### src/mma_pkg.sv
`default_nettype none

package mma_pkg;

   // width of every sample and level field on the ports
   localparam int unsigned FIELD_W = 12;

   // one adc scan
   typedef struct packed {
      logic               conversion_ok;
      logic [FIELD_W-1:0] battery_sample;
      logic [FIELD_W-1:0] pressure_sample;
      logic [FIELD_W-1:0] pump_current_sample;
      logic [FIELD_W-1:0] pump_voltage_sample;
   } req_type;

   // filtered levels and window status for one scan
   typedef struct packed {
      logic [FIELD_W-1:0] battery_level;
      logic [FIELD_W-1:0] pressure_level;
      logic [FIELD_W-1:0] pump_current_level;
      logic [FIELD_W-1:0] pump_voltage_level;
      logic               main_window_full;
      logic               pressure_window_full;
      logic               main_just_filled;
   } rsp_type;

endpackage

`default_nettype wire

### src/multichannel_moving_average_top.sv
`default_nettype none

// Moving-average filter for four adc channels. Battery, pump current and pump voltage share
// one ring window of MAIN_DEPTH entries; pressure has its own ring of PRESS_DEPTH entries.
// Each ring is a synchronous memory with a registered read, paired with a running sum per
// channel. Until a window has filled once, its levels give the latest sample; after that
// they give the running sum divided by the depth, truncated, the division being a single
// multiply by a fixed reciprocal. A scan with conversion_ok low leaves the state alone but
// still produces a result. Every accepted scan yields exactly one result transfer. A scan
// occupies the ring port for a read of the oldest entry and then a write-back at the same
// index, so no new scan is accepted during the write-back; the result passes through the
// read, sum, multiply and output registers. No clearing pass is needed after reset.
module multichannel_moving_average_top
   import mma_pkg::*;
#(
   parameter int unsigned MAIN_DEPTH  = 32,
   parameter int unsigned PRESS_DEPTH = 64,
   parameter int unsigned SAMPLE_BITS = 12
) (
   input  wire logic    clock,
   input  wire logic    reset,
   input  wire logic    req_valid,
   output logic         req_stall,
   input  wire req_type req_data,
   output logic         rsp_valid,
   input  wire logic    rsp_stall,
   output rsp_type      rsp_data
);

   // stored sample width: samples are masked to SAMPLE_BITS, fields carry FIELD_W
   localparam int unsigned SW = (SAMPLE_BITS < FIELD_W) ? SAMPLE_BITS : FIELD_W;

   localparam int unsigned MAIN_IDX_W  = $clog2(MAIN_DEPTH);
   localparam int unsigned PRESS_IDX_W = $clog2(PRESS_DEPTH);
   localparam int unsigned MAIN_SUM_W  = SW + MAIN_IDX_W;
   localparam int unsigned PRESS_SUM_W = SW + PRESS_IDX_W;
   localparam int unsigned MAIN_SHIFT  = MAIN_SUM_W + MAIN_IDX_W;
   localparam int unsigned PRESS_SHIFT = PRESS_SUM_W + PRESS_IDX_W;
   localparam int unsigned MAIN_PROD_W  = 2 * MAIN_SUM_W + 1;
   localparam int unsigned PRESS_PROD_W = 2 * PRESS_SUM_W + 1;

   // reciprocals ceil(2^shift / depth): exact floor division for every sum that fits
   localparam logic [63:0] MAIN_RECIP_WIDE =
      ((64'd1 << MAIN_SHIFT) + 64'(MAIN_DEPTH) - 64'd1) / 64'(MAIN_DEPTH);
   localparam logic [63:0] PRESS_RECIP_WIDE =
      ((64'd1 << PRESS_SHIFT) + 64'(PRESS_DEPTH) - 64'd1) / 64'(PRESS_DEPTH);
   localparam logic [MAIN_SUM_W:0]  MAIN_RECIP  = MAIN_RECIP_WIDE[MAIN_SUM_W:0];
   localparam logic [PRESS_SUM_W:0] PRESS_RECIP = PRESS_RECIP_WIDE[PRESS_SUM_W:0];

   localparam logic [MAIN_IDX_W-1:0]  MAIN_LAST  = MAIN_IDX_W'(MAIN_DEPTH - 1);
   localparam logic [PRESS_IDX_W-1:0] PRESS_LAST = PRESS_IDX_W'(PRESS_DEPTH - 1);

   // ring memories
   logic [3*SW-1:0] main_ring_ff  [MAIN_DEPTH];
   logic [SW-1:0]   press_ring_ff [PRESS_DEPTH];
   logic [3*SW-1:0] main_rd_ff;
   logic [SW-1:0]   press_rd_ff;

   // pipeline control
   logic    rd_pend_ff, rd_pend_in;
   logic    sn_vld_ff, sn_vld_in;
   logic    mv_ff, mv_in;
   logic    rsp_valid_ff, rsp_valid_in;
   logic    req_acc, upd, mul_adv, mul_free, out_adv, out_free;
   req_type item_ff;

   // filter state
   logic [MAIN_SUM_W-1:0]  bat_sum_ff, bat_sum_in;
   logic [MAIN_SUM_W-1:0]  cur_sum_ff, cur_sum_in;
   logic [MAIN_SUM_W-1:0]  vol_sum_ff, vol_sum_in;
   logic [PRESS_SUM_W-1:0] prs_sum_ff, prs_sum_in;
   logic [MAIN_IDX_W-1:0]  main_idx_ff, main_idx_in;
   logic [PRESS_IDX_W-1:0] press_idx_ff, press_idx_in;
   logic                   main_full_ff, main_full_in;
   logic                   press_full_ff, press_full_in;
   logic                   pulse_ff, pulse_in;
   logic [SW-1:0]          lat_bat_ff, lat_prs_ff, lat_cur_ff, lat_vol_ff;

   // multiply stage
   logic [MAIN_PROD_W-1:0]  prod_bat_ff, prod_cur_ff, prod_vol_ff;
   logic [PRESS_PROD_W-1:0] prod_prs_ff;
   logic                    mv_main_full_ff, mv_press_full_ff, mv_pulse_ff;
   logic [SW-1:0]           mv_bat_ff, mv_prs_ff, mv_cur_ff, mv_vol_ff;

   rsp_type rsp_data_ff, rsp_data_in;

   logic [SW-1:0] bat_new, prs_new, cur_new, vol_new;
   logic [SW-1:0] bat_old, prs_old, cur_old, vol_old;
   logic          main_wrap, press_wrap;

   // handshake and stage advance
   always_comb begin
      out_free  = !rsp_valid_ff || !rsp_stall;
      out_adv   = mv_ff && out_free;
      mul_free  = !mv_ff || out_free;
      mul_adv   = sn_vld_ff && mul_free;
      req_stall = rd_pend_ff || (sn_vld_ff && !mul_free);
      req_acc   = req_valid && !req_stall;
      upd       = rd_pend_ff && item_ff.conversion_ok;

      rd_pend_in   = req_acc;
      sn_vld_in    = rd_pend_ff || (sn_vld_ff && !mul_free);
      mv_in        = mul_adv || (mv_ff && !out_free);
      rsp_valid_in = out_adv || (rsp_valid_ff && rsp_stall);
   end

   // read-modify-write of the running sums and ring indices
   always_comb begin
      bat_new = item_ff.battery_sample[SW-1:0];
      prs_new = item_ff.pressure_sample[SW-1:0];
      cur_new = item_ff.pump_current_sample[SW-1:0];
      vol_new = item_ff.pump_voltage_sample[SW-1:0];

      // the oldest entry only leaves the sum once the window has filled
      bat_old = main_full_ff  ? main_rd_ff[3*SW-1 -: SW] : '0;
      cur_old = main_full_ff  ? main_rd_ff[2*SW-1 -: SW] : '0;
      vol_old = main_full_ff  ? main_rd_ff[SW-1:0]       : '0;
      prs_old = press_full_ff ? press_rd_ff              : '0;

      main_wrap  = main_idx_ff == MAIN_LAST;
      press_wrap = press_idx_ff == PRESS_LAST;

      bat_sum_in    = bat_sum_ff;
      cur_sum_in    = cur_sum_ff;
      vol_sum_in    = vol_sum_ff;
      prs_sum_in    = prs_sum_ff;
      main_idx_in   = main_idx_ff;
      press_idx_in  = press_idx_ff;
      main_full_in  = main_full_ff;
      press_full_in = press_full_ff;
      pulse_in      = pulse_ff;

      if (rd_pend_ff) begin
         pulse_in = upd && main_wrap && !main_full_ff;
      end
      if (upd) begin
         bat_sum_in    = bat_sum_ff - MAIN_SUM_W'(bat_old) + MAIN_SUM_W'(bat_new);
         cur_sum_in    = cur_sum_ff - MAIN_SUM_W'(cur_old) + MAIN_SUM_W'(cur_new);
         vol_sum_in    = vol_sum_ff - MAIN_SUM_W'(vol_old) + MAIN_SUM_W'(vol_new);
         prs_sum_in    = prs_sum_ff - PRESS_SUM_W'(prs_old) + PRESS_SUM_W'(prs_new);
         main_idx_in   = main_wrap  ? '0 : main_idx_ff + 1'b1;
         press_idx_in  = press_wrap ? '0 : press_idx_ff + 1'b1;
         main_full_in  = main_full_ff || main_wrap;
         press_full_in = press_full_ff || press_wrap;
      end
   end

   // control and state registers
   always_ff @(posedge clock) begin
      if (reset) begin
         rd_pend_ff    <= 1'b0;
         sn_vld_ff     <= 1'b0;
         mv_ff         <= 1'b0;
         rsp_valid_ff  <= 1'b0;
         bat_sum_ff    <= '0;
         cur_sum_ff    <= '0;
         vol_sum_ff    <= '0;
         prs_sum_ff    <= '0;
         main_idx_ff   <= '0;
         press_idx_ff  <= '0;
         main_full_ff  <= 1'b0;
         press_full_ff <= 1'b0;
         pulse_ff      <= 1'b0;
         lat_bat_ff    <= '0;
         lat_prs_ff    <= '0;
         lat_cur_ff    <= '0;
         lat_vol_ff    <= '0;
      end else begin
         rd_pend_ff    <= rd_pend_in;
         sn_vld_ff     <= sn_vld_in;
         mv_ff         <= mv_in;
         rsp_valid_ff  <= rsp_valid_in;
         bat_sum_ff    <= bat_sum_in;
         cur_sum_ff    <= cur_sum_in;
         vol_sum_ff    <= vol_sum_in;
         prs_sum_ff    <= prs_sum_in;
         main_idx_ff   <= main_idx_in;
         press_idx_ff  <= press_idx_in;
         main_full_ff  <= main_full_in;
         press_full_ff <= press_full_in;
         pulse_ff      <= pulse_in;
         if (upd) begin
            lat_bat_ff <= bat_new;
            lat_prs_ff <= prs_new;
            lat_cur_ff <= cur_new;
            lat_vol_ff <= vol_new;
         end
      end
   end

   // ring memories: read the oldest entry on acceptance, write back in the cycle after when conversion_ok is set
   always_ff @(posedge clock) begin
      if (req_acc) begin
         item_ff     <= req_data;
         main_rd_ff  <= main_ring_ff[main_idx_ff];
         press_rd_ff <= press_ring_ff[press_idx_ff];
      end
      if (upd) begin
         main_ring_ff[main_idx_ff]   <= {bat_new, cur_new, vol_new};
         press_ring_ff[press_idx_ff] <= prs_new;
      end
   end

   // sum times reciprocal, with a snapshot of the status that goes with it
   always_ff @(posedge clock) begin
      if (mul_adv) begin
         prod_bat_ff      <= MAIN_PROD_W'(bat_sum_ff) * MAIN_PROD_W'(MAIN_RECIP);
         prod_cur_ff      <= MAIN_PROD_W'(cur_sum_ff) * MAIN_PROD_W'(MAIN_RECIP);
         prod_vol_ff      <= MAIN_PROD_W'(vol_sum_ff) * MAIN_PROD_W'(MAIN_RECIP);
         prod_prs_ff      <= PRESS_PROD_W'(prs_sum_ff) * PRESS_PROD_W'(PRESS_RECIP);
         mv_main_full_ff  <= main_full_ff;
         mv_press_full_ff <= press_full_ff;
         mv_pulse_ff      <= pulse_ff;
         mv_bat_ff        <= lat_bat_ff;
         mv_prs_ff        <= lat_prs_ff;
         mv_cur_ff        <= lat_cur_ff;
         mv_vol_ff        <= lat_vol_ff;
      end
   end

   // level select into the output register
   always_comb begin
      rsp_data_in.battery_level = FIELD_W'(mv_main_full_ff ?
         prod_bat_ff[MAIN_SHIFT +: SW] : mv_bat_ff);
      rsp_data_in.pump_current_level = FIELD_W'(mv_main_full_ff ?
         prod_cur_ff[MAIN_SHIFT +: SW] : mv_cur_ff);
      rsp_data_in.pump_voltage_level = FIELD_W'(mv_main_full_ff ?
         prod_vol_ff[MAIN_SHIFT +: SW] : mv_vol_ff);
      rsp_data_in.pressure_level = FIELD_W'(mv_press_full_ff ?
         prod_prs_ff[PRESS_SHIFT +: SW] : mv_prs_ff);
      rsp_data_in.main_window_full     = mv_main_full_ff;
      rsp_data_in.pressure_window_full = mv_press_full_ff;
      rsp_data_in.main_just_filled     = mv_pulse_ff;
   end

   always_ff @(posedge clock) begin
      if (out_adv) begin
         rsp_data_ff <= rsp_data_in;
      end
   end

   assign rsp_valid = rsp_valid_ff;
   assign rsp_data  = rsp_data_ff;

`ifndef SYNTHESIS
   a_main_idx_range: assert property (@(posedge clock) disable iff (reset)
      main_idx_ff <= MAIN_LAST)
      else $error("main ring index beyond depth");

   a_main_full_sticky: assert property (@(posedge clock) disable iff (reset)
      main_full_ff |=> main_full_ff)
      else $error("main window full flag dropped");

   a_pulse_when_full: assert property (@(posedge clock) disable iff (reset)
      rsp_valid_ff && rsp_data_ff.main_just_filled |-> rsp_data_ff.main_window_full)
      else $error("fill pulse without a full main window");

   a_one_update_stage: assert property (@(posedge clock) disable iff (reset)
      !(rd_pend_ff && sn_vld_ff))
      else $error("two scans in the update stages at once");

   a_ring_idle_after_update: assert property (@(posedge clock) disable iff (reset)
      rd_pend_ff |=> !rd_pend_ff)
      else $error("ring write-back overlapped by a new read");
`endif

endmodule

`default_nettype wire

### config.mk
export PLATFORM = sky130hd
export DESIGN_NAME = multichannel_moving_average_top
export DESIGN_NICKNAME = d
export VERILOG_FILES = /design/src/mma_pkg.sv /design/src/multichannel_moving_average_top.sv
export SDC_FILE = /design/constraint.sdc
export NUM_CORES = 2
export LEC_CHECK = 0
export ABC_AREA = 1
export BUFFER_PORTS_ARGS = -buffer_cell sky130_fd_sc_hd__buf_2
export CAP_MARGIN = 20
export CORE_MARGIN = 2
export CORE_UTILIZATION = 29
export DETAILED_ROUTE_END_ITERATION = 10
export PLACE_DENSITY = 0.54
export SLEW_MARGIN = 25
export SYNTH_ARGS = -nofsm -noshare
export SYNTH_HDL_FRONTEND = slang
export SYNTH_SLANG_ARGS = --single-unit
### constraint.sdc
create_clock -name clock -period 6.3 [get_ports clock]
set_input_delay 1.26 -clock clock [delete_from_list [all_inputs] [get_ports clock]]
set_output_delay 1.26 -clock clock [all_outputs]
set_load 0.005 [all_outputs]
== Word-level counts from Yosys, hierarchy flattened ==
Memories as Yosys holds them, arrays and structs flattened. A register that Yosys moved wholly into a read port is not among the register bits.
Index checks and enable logic that the tools add are counted.

* Register bits after elaboration: 355
* Memory bits (writable): 1,920
* Bits of input ports: 53
* Output and inout port bits: 53
* Word-level logic and storage cells: 89
* Memories: 2

{| class="wikitable"
|+ Memories
! memory !! words !! width !! rd ports !! clocked after Yosys merged registers in !! write ports !! RTL line !! source
|-
| main_ring_ff || 32 || 36 || 1 || 1 || 1 || multichannel_moving_average_top.sv:54 || <nowiki>logic [3*SW-1:0] main_ring_ff [MAIN_DEPTH];</nowiki>
|-
| press_ring_ff || 64 || 12 || 1 || 1 || 1 || multichannel_moving_average_top.sv:55 || <nowiki>logic [SW-1:0] press_ring_ff [PRESS_DEPTH];</nowiki>
|}

* Add/subtract/negate cells: 10
* Equality and inequality tests: 2
* Muxes and demuxes: 12
* Reduce and logical (&&, ||, !) cells: 23

{| class="wikitable"
|+ Operator list
! kind !! number
|-
| $mux W12 || 8
|-
| $add A17 B12 Y17 || 3
|-
| $sub A17 B12 Y17 || 3
|-
| $add A18 B12 Y18 || 1
|-
| $sub A18 B12 Y18 || 1
|-
| $logic_and A1 B1 Y1 || 9
|-
| $logic_not A1 Y1 || 7
|-
| $logic_or A1 B1 Y1 || 7
|-
| $add A6 B1 Y6 const B || 1
|-
| $eq A6 B6 Y1 const B || 1
|-
| $mux W6 || 1
|-
| $add A5 B1 Y5 const B || 1
|-
| $eq A5 B5 Y1 const B || 1
|-
| $mux W5 || 1
|-
| $mux W1 || 2
|}

== Longest topological paths before layout ==
* Depth after elaboration: 8
* Mapped depth: 19
* Gate-level depth less buffers: 17

== Least setup slack after synthesis ==
Ideal clock, no wire load.

* Kind: input port to flip-flop
* From: in rsp_stall
* To: reg item_ff, in the netlist bat_new[0], enable pin
* Library setup time: 553 ps
* Arrival: 5,679 ps
* Data required time: 5,747 ps
* Setup slack: 67 ps
* Stages: 5
* Path buffers: 0
* Path through: nand2_1 -> nor2_1 -> a21oi_1 -> inv_1 -> nor2_1

* Word-level cells in the longest chain between the ends: 8

{| class="wikitable"
|+ Ends and longest elaborated chain
! item !! RTL line !! source
|-
| from (decl) || multichannel_moving_average_top.sv:26 || <nowiki>input wire logic rsp_stall,</nowiki>
|-
| $logic_not A1 Y1 || multichannel_moving_average_top.sv:93 || <nowiki>out_free = !rsp_valid_ff || !rsp_stall;</nowiki>
|-
| $logic_or A1 B1 Y1 || multichannel_moving_average_top.sv:93 ||
|-
| $logic_or A1 B1 Y1 || multichannel_moving_average_top.sv:95 || <nowiki>mul_free = !mv_ff || out_free;</nowiki>
|-
| $logic_not A1 Y1 || multichannel_moving_average_top.sv:97 || <nowiki>req_stall = rd_pend_ff || (sn_vld_ff && !mul_free);</nowiki>
|-
| $logic_and A1 B1 Y1 || multichannel_moving_average_top.sv:97 ||
|-
| $logic_or A1 B1 Y1 || multichannel_moving_average_top.sv:97 ||
|-
| via req_stall || multichannel_moving_average_top.sv:23 || <nowiki>output logic req_stall,</nowiki>
|-
| $logic_not A1 Y1 || multichannel_moving_average_top.sv:98 || <nowiki>req_acc = req_valid && !req_stall;</nowiki>
|-
| $logic_and A1 B1 Y1 || multichannel_moving_average_top.sv:98 ||
|-
| via rd_pend_in || multichannel_moving_average_top.sv:60 || <nowiki>logic rd_pend_ff, rd_pend_in;</nowiki>
|-
| to (signal assigned) || multichannel_moving_average_top.sv:194 || <nowiki>item_ff <= req_data;</nowiki>
|-
| to (decl) || multichannel_moving_average_top.sv:65 || <nowiki>req_type item_ff;</nowiki>
|}

The timed path passes the listed nets, and every way through them passes these cells.
A chain may end at the register's enable or synchronous reset.

== Worst setup path after layout ==
* From: reg press_idx_ff[0]
* To: mem press_ring_ff[6][6] in the netlist's numbering, enable pin

{| class="wikitable"
|+ RTL lines
! item !! RTL line !! source
|-
| from (decl) || multichannel_moving_average_top.sv:73 || <nowiki>logic [PRESS_IDX_W-1:0] press_idx_ff, press_idx_in;</nowiki>
|-
| from (signal assigned) || multichannel_moving_average_top.sv:178 || <nowiki>press_idx_ff <= press_idx_in;</nowiki>
|-
| to (decl) || multichannel_moving_average_top.sv:55 ||
|}

No word-level cell before the write port.

==> flow_summary.rst <==
.. list-table::
   :header-rows: 1

   * - Metric
     - Value
   * - Outcome
     - finished clean
   * - Mean cell area of the mapped netlist
     - 12.1 um^2
   * - Flip-flop and latch area
     - 67800 um^2
   * - Pin count of the biggest net entering global routing
     - 154
   * - TritonCTS clock tree
     - built
   * - Unrepaired setup endpoints after global routing
     - false
   * - H-tree depth reported by CTS
     - 4
   * - Final setup fails
     - 0
   * - DIE WIDTH
     - 572 um
   * - Final hold violations
     - 0
   * - Net Sw Power
     - 7560 uW
   * - Wirelength per Cell
     - 22.5 um
   * - All-layer global routing usage
     - 0.166
   * - Number of global-route vias before repair
     - 58100
   * - Power density of the placed cells
     - 311 nW/um^2
   * - Std-Cell Core Area
     - 321000 um^2
   * - Switching share of total power
     - 0.225
   * - Synth Instances
     - 7724
   * - Most common cell on crit path
     - sky130_fd_sc_hd__buf_4
   * - Number of nets with antenna violations after routing
     - 0
   * - List of most frequent post-synthesis cells
     - 2167 x sky130_fd_sc_hd__edfxtp_1, 1585 x sky130_fd_sc_hd__nand2_1, 863 x sky130_fd_sc_hd__nor2_1, 749 x sky130_fd_sc_hd__o21ai_0, 456 x sky130_fd_sc_hd__inv_1
   * - Area growth syn-to-layout
     - 15.3%
   * - Count of filler cells inserted in the layout
     - 31500
   * - Initial cell density of the core
     - 0.291
   * - Antenna violations before repair
     - 30
   * - Number of DRC markers in iteration 0
     - 6841
   * - Nature of the critical path startpoint
     - flip-flop
   * - Number of clock buffers inserted by TritonCTS
     - 248
   * - Primary FF master, synth
     - sky130_fd_sc_hd__edfxtp_1
   * - Final Slew Violations
     - 0
   * - Async set-reset flop share out of synthesis
     - 0
   * - Post-route design area
     - 108000 um^2
   * - Leading post-synthesis cells by cell area
     - sky130_fd_sc_hd__edfxtp_1 70%, sky130_fd_sc_hd__nand2_1 6.4%, sky130_fd_sc_hd__o21ai_0 4.0%
   * - Share of power burned in combinational logic
     - 0.058
   * - Area of combinational cells with multiple inputs
     - 22400 um^2
   * - Max stage delay cell, worst path
     - sky130_fd_sc_hd__dfxtp_4
   * - Reported max-cap violation count
     - 0
   * - Share of synthesized area occupied by flip-flops and latches
     - 0.725
   * - Startpoint-to-endpoint class of the critical path
     - flip-flop to flip-flop
   * - Hold bufs inserted after CTS
     - 0
   * - Transition time at the pin with the least slew margin
     - 1.10 ns
   * - Floorplan row count
     - 208
   * - Root buffer cell
     - sky130_fd_sc_hd__clkbuf_16
   * - Number of buffers on the longest clock path
     - 4
   * - Post-detail-place hpwl
     - 162000 um
   * - Setup tns final
     - 0 ns
   * - Nets
     - 8035
   * - Clock Skew
     - 0.0940 ns
   * - Unique cell type count in the Yosys netlist
     - 37
   * - Post-Syn Area
     - 93400 um^2
   * - Time the final worst path needs with I/O delays and setup
     - 4.29 ns
   * - Global-route wire length before repair
     - 403000 um
   * - CP max stage delay
     - 0.87 ns
   * - Detailed Route WL
     - 278000 um
   * - Ys Warns
     - 0
   * - Seq cells post-synth
     - 2302
   * - Number of synthesized flops with an enable pin
     - 2167
   * - Clock Power Share
     - 0.435
   * - Sequential Power Share
     - 0.507
   * - Tightest Hold Check Type
     - flip-flop to flip-flop
   * - Post-layout power
     - 33500 uW
   * - Period utilisation layout
     - 0.681
   * - Crit end category
     - flip-flop
   * - # DRC
     - 0
   * - Highest clock frequency the design can meet
     - 233 MHz
   * - Total via count in the routed design
     - 60800
   * - Int Power
     - 26000 uW
   * - Die boundary height
     - 572 um
   * - Number of post-CTS setup repair buffers
     - 0
   * - Global placer's final weighted congestion
     - 0.844
   * - Number of cells upsized or downsized after cts
     - 0
   * - Total overflow reported by the global router
     - 0
   * - Clock sink count
     - 2302
   * - Number of nets produced by synthesis
     - 7900
   * - Buffers added on ports
     - 105
   * - Clock-pin slew on the worst setup and hold paths
     - 0.06 ns
   * - Worst VDD drop
     - 0.228 mV
   * - Via count normalized by instance count
     - 4.92
   * - Number of detailed-routing iterations run before antenna repair
     - 8
   * - Clock latency on the worst-skew pair
     - 0.93 ns
   * - Die area
     - 327000 um^2
   * - Area after detailed placement
     - 99500 um^2
   * - Worst path cell trace
     - buf_4, buf_4, nor2_1, nand2_1, nor2_1, buf_4
   * - Relative slew slack
     - 0.267
   * - Synth area leader
     - sky130_fd_sc_hd__edfxtp_1
   * - Most frequent cell after synthesis
     - sky130_fd_sc_hd__edfxtp_1
   * - Static power due to leakage
     - 0.0380 uW
   * - Area fraction of the dominant cell type after synthesis
     - 0.696
   * - Worst endpoint data arrival time
     - 4.91 ns
   * - Fraction of final layout cells with drive strength greater than 1
     - 0.100
   * - Max Fanout on Critical Path
     - 66
   * - WP data required
     - 6.92 ns
   * - Boundary pin count
     - 106
==> cell families (layout without fill, tap and decap cells) <==
family                     after synthesis  after routing  share of synthesized area
DFF                                   2302           2302                      0.725
adders and majority gates              123            123                     0.0203
muxes                                   48             48                    0.00578
buffers and inverters                  884           1222                     0.0388
and+or+nand+nor                       2995           2995                      0.131
xor gates and xnor gates                29             29                    0.00272
other                                    0              2                          0
AOI/OAI and AO/OA                     1343           1343                     0.0763
==> path summary, 6_finish.rpt <==
kind | start | end | slack (ns) | depth (start not counted)
worst max-delay path | press_idx_ff[0] | press_ring_ff[6][6] | 2.01 | 6
worst max register to register | press_idx_ff[0] | press_ring_ff[6][6] | 2.01 | 6
worst min register to register | cur_sum_ff[9] | prod_cur_ff[26] | 0.41 | 0
worst min-delay path | cur_sum_ff[9] | prod_cur_ff[26] | 0.41 | 0
==> critical path, delay by kind of cell, from the launching register on <==
family	cells	cell delay (ns)
buf+inv	3	1.51
simple gates	3	1.45
flops	1	0.87
==> stage by stage <==
step / cells / hold slack (ns) / util / setup slack [ns]
after floorplan: 7724 / 0.400 / - / 0.0675
after global placement: 11900 / 0.402 / 0.309 / 2.14
after detailed placement: 11900 / 0.408 / 0.310 / 2.23
after CTS: 12400 / 0.415 / 0.335 / 2.17
after global routing: 12400 / 0.426 / 0.336 / 2.03
final: 12400 / 0.407 / 0.336 / 2.01
==> cell type report <==
cell class | count | area share
diodes | 2 | 0.0000465
clock buffers | 293 | 0.0601
clock inverters | 160 | 0.0152
inverters | 475 | 0.0168
multi-input cells | 4538 | 0.208
flip-flops and latches | 2302 | 0.630
well taps | 4305 | 0.0500
repair buffers | 294 | 0.0200
==> cell usage in the layout (no fill, tap or decap), drive strengths merged <==
cell type	n
a211oi	1
a21o	1
a21oi	281
and2	3
buf	294
bufinv	31
clkbuf	293
clkinv	113
clkinvlp	12
dfxtp	135
diode	2
edfxtp	2167
fa	48
ha	75
inv	479
mux2	48
nand2	1585
nand3	320
nand3b	21
nand4	134
nor2	866
nor3	25
o211ai	5
o21a	3
o21ai	757
o21bai	8
o22ai	287
or2	41
xnor2	3
xor2	26
==> metal layers <==
| layer | vias up | global-route usage | part of all wire |
|---|---|---|---|
| li1 | 27500 | - | - |
| met5 | - | 0 | 0.000076 |
| met3 | 380 | 0.0273 | 0.076 |
| met4 | 4 | 0.0414 | 0.024 |
| met2 | 2364 | 0.265 | 0.46 |
| met1 | 30500 | 0.234 | 0.44 |
==> sequential cells by signal, summed over array words and instances, names as in the netlist, 17 cells and up <==
signal	cells
bat_sum_ff	17
main_rd_ff	36
rsp_data	51
vol_sum_ff	17
cur_sum_ff	17
main_ring_ff	1152
prs_sum_ff	18
press_ring_ff	768
==> power groups by stage <==
| stage | Sequential, uW | Clock, uW | Combinational [uW] |
|---|---|---|---|
| CTS | 17000 | 14800 | 1930 |
| finish | 17000 | 14600 | 1940 |
| detailed placement | 17300 | 0 | 1920 |
| global route | 17000 | 15400 | 2160 |
| floorplan | 17300 | 0 | 1180 |
| global placement | 17300 | 0 | 1900 |
No activity file was read; power rests on OpenSTA's default activity.
